### config.mk
export PLATFORM = sky130hd
export DESIGN_NAME = http_chunked_body_decoder
export DESIGN_NICKNAME = d
export VERILOG_FILES = /design/src/rtl/hcbd_pkg.sv /design/src/rtl/http_chunked_body_decoder.sv
export SDC_FILE = /design/constraint.sdc
export NUM_CORES = 1
export LEC_CHECK = 0
export ABC_CLOCK_PERIOD_IN_PS = 3500
export BUFFER_PORTS_ARGS = -buffer_cell sky130_fd_sc_hd__buf_2
export CAP_MARGIN = 20
export CORE_ASPECT_RATIO = 1.2
export CORE_UTILIZATION = 39
export CTS_BUF_LIST = sky130_fd_sc_hd__clkbuf_2
export DETAILED_ROUTE_END_ITERATION = 12
export SETUP_SLACK_MARGIN = 0.02
export SLEW_MARGIN = 20
export SYNTH_ARGS = -nofsm -noshare
export SYNTH_HDL_FRONTEND = slang
export SYNTH_SLANG_ARGS = --single-unit
### constraint.sdc
create_clock -name clock -period 3.5 [get_ports clock]
set_input_delay 0.7 -clock clock [delete_from_list [all_inputs] [get_ports clock]]
set_output_delay 0.7 -clock clock [all_outputs]
set_load 0.02 [all_outputs]
### src/rtl/hcbd_pkg.sv
`timescale 1ns / 1ps
`default_nettype none
// ----------------------------------------------------------------------------
// hcbd_pkg
// Shared types, character codes and helpers for the chunked body decoder.
// ----------------------------------------------------------------------------
package hcbd_pkg;

   localparam int SIZE_BITS_DEFAULT = 24;

   localparam logic [7:0] CH_CR = 8'h0D;
   localparam logic [7:0] CH_LF = 8'h0A;

   // Results of one item: none, one passed byte, or the four-byte terminator.
   localparam logic [2:0] RUN_NONE = 3'd0;
   localparam logic [2:0] RUN_ONE  = 3'd1;
   localparam logic [2:0] RUN_TERM = 3'd4;

   typedef enum logic [2:0] {
      MODE_HEADER = 3'd0,
      MODE_SIZE   = 3'd1,
      MODE_LINE   = 3'd2,
      MODE_DATA   = 3'd3,
      MODE_SKIP   = 3'd4,
      MODE_DONE   = 3'd5
   } mode_type;

   typedef struct packed {
      logic       is_hex;
      logic [3:0] value;
   } hex_digit_type;

   // Decode one ASCII hex digit; anything else reports is_hex low.
   function automatic hex_digit_type hex_decode(input logic [7:0] b);
      hex_digit_type d;
      d.is_hex = 1'b0;
      d.value  = 4'd0;
      if (b inside {[8'h30:8'h39]}) begin
         d.is_hex = 1'b1;
         d.value  = 4'(b - 8'h30);
      end else if (b inside {[8'h61:8'h66]}) begin
         d.is_hex = 1'b1;
         d.value  = 4'(b - 8'h57);
      end else if (b inside {[8'h41:8'h46]}) begin
         d.is_hex = 1'b1;
         d.value  = 4'(b - 8'h37);
      end
      return d;
   endfunction

endpackage
`default_nettype wire

### src/rtl/http_chunked_body_decoder.sv
`timescale 1ns / 1ps
`default_nettype none
// ----------------------------------------------------------------------------
// http_chunked_body_decoder
// Byte-wide HTTP/1.1 chunked transfer decoder with header pass-through.
// ----------------------------------------------------------------------------
// Usage:
//   req_* carries one raw message byte per item; req_message_start marks the
//   first byte of a new message and restarts parsing in header mode.
//   rsp_* carries decoded bytes: header bytes, chunk data bytes, and the
//   CR LF CR LF terminator (four items, the last with rsp_message_end).
//   Size digits, size line, chunk trailer and bytes after the end give no item.
//   rsp_last_of_run marks the last result of one input item.
// Timing:
//   An accepted item is held in an input register, decoded combinationally and
//   written into the result register, which drives the rsp side.
//   One byte per cycle sustained while rsp_ready is high, but the terminator's
//   four results occupy the result register until all four are taken.
//   Items that produce no result retire without waiting on the rsp side.
// Reset / stall:
//   reset (synchronous, active high) clears parsing state to header mode and
//   empties both registers. When rsp_ready is low the result holds, and the
//   input register fills and then drops req_ready.
// ----------------------------------------------------------------------------
module http_chunked_body_decoder
   import hcbd_pkg::*;
#(
   parameter int SIZE_BITS = hcbd_pkg::SIZE_BITS_DEFAULT
) (
   input  wire logic       clock,
   input  wire logic       reset,
   input  wire logic       req_valid,
   output      logic       req_ready,
   input  wire logic [7:0] req_in_byte,
   input  wire logic       req_message_start,
   output      logic       rsp_valid,
   input  wire logic       rsp_ready,
   output      logic [7:0] rsp_out_byte,
   output      logic       rsp_last_of_run,
   output      logic       rsp_message_end,
   output      logic       rsp_size_overflow
);

   localparam logic [SIZE_BITS-1:0] SIZE_MAX = '1;

   // Input register
   logic       in_valid_ff;
   logic [7:0] in_byte_ff;
   logic       in_start_ff;

   // Parsing state
   mode_type             mode_ff,      mode_in;
   logic [1:0]           hdr_cnt_ff,   hdr_cnt_in;
   logic [SIZE_BITS-1:0] size_acc_ff,  size_acc_in;
   logic [SIZE_BITS-1:0] data_rem_ff,  data_rem_in;
   logic                 saw_cr_ff,    saw_cr_in;
   logic [1:0]           skip_cnt_ff,  skip_cnt_in;
   logic                 ovf_ff,       ovf_in;

   // Result register: a run of up to four results for one item
   logic [2:0] run_cnt_ff,  run_cnt_in;
   logic       run_term_ff, run_term_in;
   logic [7:0] run_byte_ff, run_byte_in;
   logic       run_ovf_ff,  run_ovf_in;

   // Decode signals
   mode_type             cur_mode;
   logic [1:0]           cur_hdr_cnt;
   logic [SIZE_BITS-1:0] cur_size_acc;
   logic                 cur_ovf;
   logic [2:0]           n_res;
   logic                 n_term;
   hex_digit_type        hex;
   logic [SIZE_BITS-1:0] rem_dec;
   logic                 rsp_fire;
   logic                 out_free;
   logic                 advance;

   assign rsp_fire = rsp_valid && rsp_ready;
   assign out_free = (run_cnt_ff == RUN_NONE) || ((run_cnt_ff == RUN_ONE) && rsp_ready);
   // Retire the held item when its results fit, or when it has none
   assign advance   = in_valid_ff && ((n_res == RUN_NONE) || out_free);
   assign req_ready = !in_valid_ff || advance;

   always_ff @(posedge clock) begin
      if (reset) begin
         in_valid_ff <= 1'b0;
      end else if (req_ready) begin
         in_valid_ff <= req_valid;
      end
   end

   always_ff @(posedge clock) begin
      if (req_valid && req_ready) begin
         in_byte_ff  <= req_in_byte;
         in_start_ff <= req_message_start;
      end
   end

   // Message start clears the state before the byte is handled
   assign cur_mode     = in_start_ff ? MODE_HEADER : mode_ff;
   assign cur_hdr_cnt  = in_start_ff ? 2'd0 : hdr_cnt_ff;
   assign cur_size_acc = in_start_ff ? '0 : size_acc_ff;
   assign cur_ovf      = in_start_ff ? 1'b0 : ovf_ff;
   assign hex          = hex_decode(in_byte_ff);
   assign rem_dec      = data_rem_ff - SIZE_BITS'(1);

   always_comb begin
      mode_in     = cur_mode;
      hdr_cnt_in  = cur_hdr_cnt;
      size_acc_in = cur_size_acc;
      data_rem_in = data_rem_ff;
      saw_cr_in   = in_start_ff ? 1'b0 : saw_cr_ff;
      skip_cnt_in = in_start_ff ? 2'd0 : skip_cnt_ff;
      ovf_in      = cur_ovf;
      n_res       = RUN_NONE;
      n_term      = 1'b0;
      case (cur_mode)
         MODE_HEADER: begin
            n_res = RUN_ONE;
            // Track progress through CR LF CR LF
            if (in_byte_ff == (cur_hdr_cnt[0] ? CH_LF : CH_CR)) begin
               if (cur_hdr_cnt == 2'd3) begin
                  hdr_cnt_in  = 2'd0;
                  mode_in     = MODE_SIZE;
                  size_acc_in = '0;
               end else begin
                  hdr_cnt_in = cur_hdr_cnt + 2'd1;
               end
            end else begin
               hdr_cnt_in = (in_byte_ff == CH_CR) ? 2'd1 : 2'd0;
            end
         end
         MODE_SIZE: begin
            if (hex.is_hex) begin
               // Saturate when the shift would push out a set bit
               if (cur_size_acc[SIZE_BITS-1 -: 4] != 4'd0) begin
                  size_acc_in = SIZE_MAX;
                  ovf_in      = 1'b1;
               end else begin
                  size_acc_in = {cur_size_acc[SIZE_BITS-5:0], hex.value};
               end
            end else if (cur_size_acc == '0) begin
               mode_in = MODE_DONE;
               n_res   = RUN_TERM;
               n_term  = 1'b1;
            end else begin
               data_rem_in = cur_size_acc;
               saw_cr_in   = (in_byte_ff == CH_CR);
               mode_in     = MODE_LINE;
            end
         end
         MODE_LINE: begin
            if (in_byte_ff == CH_LF && saw_cr_ff) begin
               saw_cr_in = 1'b0;
               mode_in   = MODE_DATA;
            end else begin
               saw_cr_in = (in_byte_ff == CH_CR);
            end
         end
         MODE_DATA: begin
            n_res       = RUN_ONE;
            data_rem_in = rem_dec;
            if (rem_dec == '0) begin
               skip_cnt_in = 2'd2;
               mode_in     = MODE_SKIP;
            end
         end
         MODE_SKIP: begin
            skip_cnt_in = skip_cnt_ff - 2'd1;
            if (skip_cnt_in == 2'd0) begin
               size_acc_in = '0;
               mode_in     = MODE_SIZE;
            end
         end
         default: begin
            // After the end: drop everything
         end
      endcase
   end

   always_ff @(posedge clock) begin
      if (reset) begin
         mode_ff     <= MODE_HEADER;
         hdr_cnt_ff  <= 2'd0;
         size_acc_ff <= '0;
         data_rem_ff <= '0;
         saw_cr_ff   <= 1'b0;
         skip_cnt_ff <= 2'd0;
         ovf_ff      <= 1'b0;
      end else if (advance) begin
         mode_ff     <= mode_in;
         hdr_cnt_ff  <= hdr_cnt_in;
         size_acc_ff <= size_acc_in;
         data_rem_ff <= data_rem_in;
         saw_cr_ff   <= saw_cr_in;
         skip_cnt_ff <= skip_cnt_in;
         ovf_ff      <= ovf_in;
      end
   end

   // Result register: load a new run, or count down the current one
   always_comb begin
      run_cnt_in  = run_cnt_ff;
      run_term_in = run_term_ff;
      run_byte_in = run_byte_ff;
      run_ovf_in  = run_ovf_ff;
      if (rsp_fire) begin
         run_cnt_in = run_cnt_ff - 3'd1;
      end
      if (advance && (n_res != RUN_NONE)) begin
         run_cnt_in  = n_res;
         run_term_in = n_term;
         run_byte_in = in_byte_ff;
         run_ovf_in  = cur_ovf;
      end
   end

   always_ff @(posedge clock) begin
      if (reset) begin
         run_cnt_ff <= RUN_NONE;
      end else begin
         run_cnt_ff <= run_cnt_in;
      end
   end

   always_ff @(posedge clock) begin
      run_term_ff <= run_term_in;
      run_byte_ff <= run_byte_in;
      run_ovf_ff  <= run_ovf_in;
   end

   // Terminator walks CR, LF, CR, LF as the count goes 4, 3, 2, 1
   assign rsp_valid         = (run_cnt_ff != RUN_NONE);
   assign rsp_out_byte      = run_term_ff ? (run_cnt_ff[0] ? CH_LF : CH_CR) : run_byte_ff;
   assign rsp_last_of_run   = (run_cnt_ff == RUN_ONE);
   assign rsp_message_end   = run_term_ff && (run_cnt_ff == RUN_ONE);
   assign rsp_size_overflow = run_ovf_ff;

   // Checks
   a_run_bound: assert property (@(posedge clock) disable iff (reset)
      run_cnt_ff <= RUN_TERM)
      else $error("result run count out of range");

   a_no_overwrite: assert property (@(posedge clock) disable iff (reset)
      (advance && n_res != RUN_NONE) |->
         (run_cnt_ff == RUN_NONE || (run_cnt_ff == RUN_ONE && rsp_ready)))
      else $error("result run overwritten before delivery");

   a_data_nonzero: assert property (@(posedge clock) disable iff (reset)
      mode_ff == MODE_DATA |-> data_rem_ff != '0)
      else $error("data mode with no bytes remaining");

   a_end_is_term: assert property (@(posedge clock) disable iff (reset)
      (rsp_valid && rsp_message_end) |-> (mode_ff == MODE_DONE || in_valid_ff))
      else $error("message end without terminated parse");

endmodule
`default_nettype wire
==> results of run 1 <==
-- logic make-up after synthesis --
logic type | count (synthesis) | synth area share
XOR/XNOR | 9 | 0.01681
adder cells (fa/ha/maj) | 11 | 0.02935
AND/OR/NAND/NOR | 215 | 0.2417
AO/OA/AOI/OAI | 171 | 0.2655
multiplexers | 4 | 0.008805
buffers and inverters | 66 | 0.05576
flip-flops | 80 | 0.3821
-- cell usage in the layout, fill, tap and decap left out, types with 19 or more instances in the layout --
| cell type | instances |
|---|---|
| a21oi_1 | 31 |
| buf_2 | 24 |
| buf_4 | 24 |
| dfxtp_1 | 61 |
| edfxtp_1 | 19 |
| inv_1 | 19 |
| nand2_1 | 50 |
| nand3_1 | 26 |
| nor2_1 | 36 |
| o21ai_0 | 22 |
-- metal layers --
layer  up-vias  routed length, um  global-route usage
met5         -                  0                   0
li1       2146                  -                   -
met3        28                616             0.03672
met1      2185               5853              0.2821
met2       128               7120              0.4157
met4         0                433              0.1080
-- final timing paths --
path | start | to | slack, ps | cells past startpoint
worst max register to register | data_rem_ff[1] | mode_ff[2] | 370 | 8
worst min-delay path | req_in_byte[5] | in_byte_ff[5] | 290 | 1
worst min register to register | size_acc_ff[6] | size_acc_ff[6] | 500 | 1
worst max-delay path | in_byte_ff[0] | req_ready | 220 | 9
-- critical path, stage by stage, from the launching register on --
cell and delay (ps):
edfxtp_1 450, inv_1 140, ha_1 180, o21bai_1 130, a2111oi_4 430, nor3_1 100, nand2_1 130, inv_1 90
o221ai_2 190, buf_4 180
-- what timing repair did --
item / 4_1_cts / 5_1_grt
buffers inserted: 4 / 2
resized for setup: 4 / 4
pin swaps: 0 / 2
endpoints found under the setup margin: 1 / 1
-- sequential cells by signal (all words and copies together), names as in the netlist --
| signal | count |
|---|---|
| data_rem_ff | 24 |
| size_acc_ff | 24 |
| in_byte_ff | 8 |
| run_byte_ff | 8 |
| mode_ff | 3 |
| run_cnt_ff | 3 |
| hdr_cnt_ff | 2 |
| skip_cnt_ff | 2 |
| in_start_ff | 1 |
| in_valid_ff | 1 |
| ovf_ff | 1 |
| rsp_size_overflow | 1 |
| run_term_ff | 1 |
| saw_cr_ff | 1 |
-- final cells by class --
class	count	area (sq um)
clock buffers	9	45.04
clock inverters	7	78.83
inverters	20	75.07
multi-input cells	410	2691
fillers	1190	6442
flip-flops and latches	80	1792
well taps	157	196.4
repair buffers	48	300.3
-- report_power, final --
| group | leakage, nW | switching [mW] | total (mW) | internal [mW] |
|---|---|---|---|---|
| sequential | 0.673 | 0.0601 | 1.08 | 1.02 |
| combinational | 1.13 | 0.377 | 0.576 | 0.199 |
| clock | 0.0734 | 0.369 | 0.543 | 0.174 |
| total | 1.88 | 0.806 | 2.20 | 1.40 |
-- through the flow --
step | utilization | hold WS [ps]
2_1_floorplan | - | 424.4
3_3_place_gp | 0.4274 | 457.4
3_5_place_dp | 0.4274 | 465.8
4_1_cts | 0.4433 | 250.4
5_1_grt | 0.4456 | 218.0
6_report | 0.4456 | 286.6
==> results.py, run 1 <==
metrics = {
    "status": {
        "status": "finished, final reports clean",
    },
    "power_and_ir_drop": {
        "ir_worst_vdd_mv": 0.1808,
        "p_leak_nw": 1.876,
        "power.total_mw": 2.204,
        "power.density_mw_per_mm2": 425.6,
    },
    "logic_synthesis": {
        "ys_ff_latch": 80,
        "synth_cell_types": 69,
        "ys_top_cells_by_area": "dfxtp_1, edfxtp_1, nand2_1, a21oi_1, clkbuf_1",
        "synth_edf_count": 19,
        "synthesis.nets": 580,
        "synth_ff_type": "dfxtp_1",
        "synth.avg_cell_area_sq_um": 8.434,
        "synth_top_area_frac": 0.2604,
        "synthTopCellsByCount": "dfxtp_1, nand2_1, clkbuf_1",
        "yosysWarnings": 0,
        "syn_area_sq_mm": 0.004689,
        "synth.most_common_cell": "dfxtp_1",
        "async_flop_share": 0,
        "syn_inst": 556,
        "ys_seq_area_frac": 0.3821,
        "netlist.top_cell.by_area": "dfxtp_1",
    },
    "run": {
        "maxCapViolations": 0,
    },
    "timing": {
        "worst_clock_skew_ps": 17.35,
        "timing.final.crit_period_ps": 3278,
        "final-hold-violation-count": 0,
        "finalSetupViolCount": 0,
        "drv_slew": 0,
        "setup_tns_ps": 0,
        "fin_crit_sh": 0.9366,
        "relSlewSlack": 0.3077,
        "rsz0062_at_grt": "no",
        "worst_slew_pin_slew_ps": 1035,
        "setup_slack_ps": 221.8,
        "max_freq_mhz": 305.0,
    },
    "grt": {
        "overflow": 0,
        "track_usage": 0.2374,
        "grt_pass1_wl_mm": 22.52,
        "grt_max_degree": 37,
        "grt_pass1_vias": 4337,
        "grt_antenna_before_repair": 0,
    },
    "placed_design": {
        "placed_area_sq_mm": 0.004967,
        "detailed_place_hpwl_mm": 9.786,
        "dp_cells": 709,
        "portBuffers": 25,
        "pre_cts_slack_ps": 450.8,
        "place.gp.congestion": 0.8957,
    },
    "routing": {
        "dr.pass1.iters": 4,
        "drt_iter0_drc": 379,
        "ant_nets": 0,
        "routed-via-count": 4487,
        "wl_mm": 14.02,
        "routed_via_density": 6.138,
        "drcViolationCount": 0,
        "wire_per_inst_um": 19.18,
    },
    "critical_path": {
        "worst-path-max-fanout": 3,
        "start_kind": "register",
        "required_ps": 2800,
        "worstSetupPathType": "register to output pin",
        "cp-end-kind": "output pin",
        "worst-endpoint-arrival_ps": 2580,
    },
    "clock_network": {
        "clockRootBuffer": "clkbuf_2",
        "ctsHtreeMaxLevel": 3,
        "clk_pin_slew_ps": 240,
        "insertion_delay_ps": 570,
        "cts_num_sinks": 80,
        "numCtsBuffers": 9,
        "cts_tree": "built",
        "hold_buffers": 0,
        "clockBufferDepth": 2,
    },
    "finish": {
        "fin_area_sq_mm": 0.005179,
        "diodes": 0,
        "final_cells": 731,
        "areaGrowthSynthToFinish_pct": 10.43,
        "drive_above_1_share": 0.1463,
        "num-nets-final": 593,
    },
    "floorplanning": {
        "rows": 43,
        "fp.dieW_um": 102.1,
        "ioPinCount": 26,
        "die_h_um": 122.1,
        "fp.coreArea_sq_mm": 0.01162,
        "initial_core_util": 0.4035,
        "die_area_sq_mm": 0.01247,
    },
    "hold_path": {
        "hp-class": "input port to register",
    },
}
Power figures use the tool's default switching activity.
==> run 2, diff against run 1 <==
--- a/config.mk
+++ b/config.mk
@@ -5,6 +5,7 @@
 export SDC_FILE = /design/constraint.sdc
 export NUM_CORES = 1
 export LEC_CHECK = 0
+export ABC_AREA = 1
 export ABC_CLOCK_PERIOD_IN_PS = 3500
 export BUFFER_PORTS_ARGS = -buffer_cell sky130_fd_sc_hd__buf_2
 export CAP_MARGIN = 20
==> run 2 against run 1 <==
First-iteration DRC count grew 3.2%. Synthesized area grew 5.8%. Sequential power grew 15%. Critical path depth grew 1. Clock skew grew 22 ps. Core utilization shrank 1.1 points. Worst setup slack gained 12 ps. Final area grew 3.1%. Total power grew 26%. Hold slack lost 15 ps. Combinational power grew 71%.
==> results.py, run 2 <==
metrics = {
    "floorplanning": {
        "rows": 44,
        "die_h_um": 125.6,
        "ioPinCount": 26,
        "die_area_sq_mm": 0.01318,
        "initial_core_util": 0.4043,
        "fp.dieW_um": 105.0,
        "fp.coreArea_sq_mm": 0.01228,
    },
    "logic_synthesis": {
        "syn_area_sq_mm": 0.004964,
        "syn_inst": 767,
        "ys_top_cells_by_area": "dfxtp_1, nand2_1, edfxtp_1, inv_1, nor2_1",
        "synth_edf_count": 19,
        "synth.avg_cell_area_sq_um": 6.471,
        "synth_ff_type": "dfxtp_1",
        "netlist.top_cell.by_area": "dfxtp_1",
        "yosysWarnings": 0,
        "ys_seq_area_frac": 0.3610,
        "async_flop_share": 0,
        "synth_top_area_frac": 0.2460,
        "ys_ff_latch": 80,
        "synthTopCellsByCount": "nand2_1, inv_1, nor2_1",
        "synthesis.nets": 791,
        "synth_cell_types": 28,
        "synth.most_common_cell": "nand2_1",
    },
    "grt": {
        "grt_pass1_vias": 4642,
        "grt_max_degree": 55,
        "grt_pass1_wl_mm": 22.09,
        "track_usage": 0.2091,
        "overflow": 0,
        "grt_antenna_before_repair": 0,
    },
    "placed_design": {
        "detailed_place_hpwl_mm": 9.822,
        "portBuffers": 25,
        "dp_cells": 932,
        "place.gp.congestion": 0.8646,
    },
    "clock_network": {
        "cts_tree": "built",
        "insertion_delay_ps": 580,
        "ctsHtreeMaxLevel": 3,
        "numCtsBuffers": 9,
        "clk_pin_slew_ps": 250,
        "clockRootBuffer": "clkbuf_2",
        "cts_num_sinks": 80,
        "clockBufferDepth": 2,
        "ctsResizeCount": 0,
    },
    "finish": {
        "reg_top3": "data_rem_ff x24, size_acc_ff x24",
        "areaGrowthSynthToFinish_pct": 7.588,
        "final_cells": 953,
        "layout_common_cells": "nand2_1, inv_1, nor2_1, o21ai_0, dfxtp_1",
        "nFillCells": 1263,
        "multi_input_area_sq_mm": 0.002599,
        "num-nets-final": 811,
        "seqCellArea_sq_mm": 0.001792,
        "final_common_cell": "nand2_1",
        "diodes": 0,
        "drive_above_1_share": 0.08838,
    },
    "critical_path": {
        "worstSetupPathType": "register to output pin",
        "cp-end-kind": "output pin",
        "r2r_cells": 13,
        "cp_common_cell": "nor2_1",
        "max_stage_delay_ps": 550,
        "cp.buffers_inverters": 3,
        "crit_chain": "buf_4, nor2_1, inv_1, nor2_1, nand2_1, nor2_1, nand2_1, nand2_2, nand3_1, buf_2",
        "slowest_stage": "edfxtp_1",
        "worst-path-max-fanout": 4,
        "crit_family": "simple AND/OR/NAND/NOR gates",
        "worst-endpoint-arrival_ps": 2570,
        "worstReg2RegStart": "in_start_ff",
        "path_depth": 10,
        "worstSetupStartpoint": "in_start_ff",
        "endpoint": "req_ready",
        "r2r_end": "size_acc_ff[7]",
        "start_kind": "register",
        "r2r_setup_slack_ps": 430,
        "required_ps": 2800,
    },
    "timing": {
        "relSlewSlack": 0.2682,
        "worst_clock_skew_ps": 39.68,
        "fin_crit_sh": 0.9333,
        "final-hold-violation-count": 0,
        "max_freq_mhz": 306.1,
        "finalSetupViolCount": 0,
        "worst_slew_pin_slew_ps": 1096,
        "setup_tns_ps": 0,
        "drv_slew": 0,
        "timing.final.crit_period_ps": 3267,
        "rsz0062_at_grt": "no",
    },
    "routing": {
        "ant_nets": 0,
        "dr.pass1.iters": 5,
        "routed-via-count": 5005,
        "routed_via_density": 5.252,
        "drt_iter0_drc": 391,
        "drcViolationCount": 0,
        "wl_mm": 13.65,
        "wire_per_inst_um": 14.32,
    },
    "hold_path": {
        "hp-class": "input port to register",
        "min_path_cells": 1,
    },
    "power_and_ir_drop": {
        "p_leak_nw": 2.454,
        "ir_worst_vdd_mv": 0.2217,
        "power.density_mw_per_mm2": 518.9,
    },
    "status": {
        "status": "finished, final reports clean",
    },
    "run": {
        "maxCapViolations": 0,
    },
}
## run 2: cell types whose count changed in the layout (fill, tap and decap cells not counted), moves of 10 or more
cell / change
nand2_1: +146
nor4_1: -17
o2bb2ai_1: -11
o21ai_1: +28
a21oi_1: +24
a31oi_1: +13
o31ai_1: -13
inv_1: +78
nor2b_1: -15
o21ai_0: +41
a211oi_1: -10
a22o_1: -13
nand3_1: +25
nor2_1: +56
## run 2: kinds of logic after synthesis
group | after synthesis | synth area share
flops | 80 | 0.3610
xor+xnor | 4 | 0.007058
compound gates | 175 | 0.1855
fa+ha+maj | 11 | 0.02773
simple gates | 364 | 0.3033
buf+inv | 133 | 0.1155
## run 2: how the worst min path moves through the flow
stage                          startpoint              end  slack (ps)
after floorplan             in_byte_ff[6]   run_byte_ff[6]         450
after CTS                  req_in_byte[5]    in_byte_ff[5]         250
final                      req_in_byte[5]    in_byte_ff[5]         270
after detailed placement  data_rem_ff[22]  data_rem_ff[22]         470
after global routing       req_in_byte[6]    in_byte_ff[6]         230
after global placement    data_rem_ff[22]  data_rem_ff[22]         470
## run 2: timing repair
item	CTS	global route
gates cloned	0	0
hold buffers	0	0
endpoints found under the setup margin	1	1
buffers inserted	2	3
## run 2: layout make-up
class,count,share of cell area
clock buffers,9,0.008435
repair buffers,41,0.04592
flip-flops and latches,80,0.3355
clock inverters,7,0.01476
well taps,161,0.03772
inverters,101,0.07099
multi-input cells,554,0.4866
## run 2: where the power goes
group	total [mW]	switching, mW	internal, mW
logic	0.985	0.675	0.310
registers	1.24	0.115	1.12
clock network	0.548	0.377	0.172
## run 2: metal layers
layer | routed length, um | global-route usage | up-vias
met4 | 376 | 0.09114 | 0
met3 | 591 | 0.03389 | 24
li1 | - | - | 2530
met2 | 6369 | 0.3479 | 123
met5 | 0 | 0 | -
met1 | 6308 | 0.2668 | 2328
## run 2: stage by stage
step | utilization | cell area, sq um | hold slack, ps | setup slack (ps) | power [mW]
2_1_floorplan | - | 4964 | 451.1 | 1236 | 1.997
3_3_place_gp | 0.4218 | 5179 | 470.2 | 412.9 | 2.204
3_5_place_dp | 0.4218 | 5179 | 473.0 | 331.9 | 2.221
4_1_cts | 0.4331 | 5318 | 247.7 | 137.8 | 2.765
5_1_grt | 0.4350 | 5340 | 226.8 | 28.23 | 2.950
6_report | 0.4350 | 5340 | 271.5 | 233.3 | 2.771
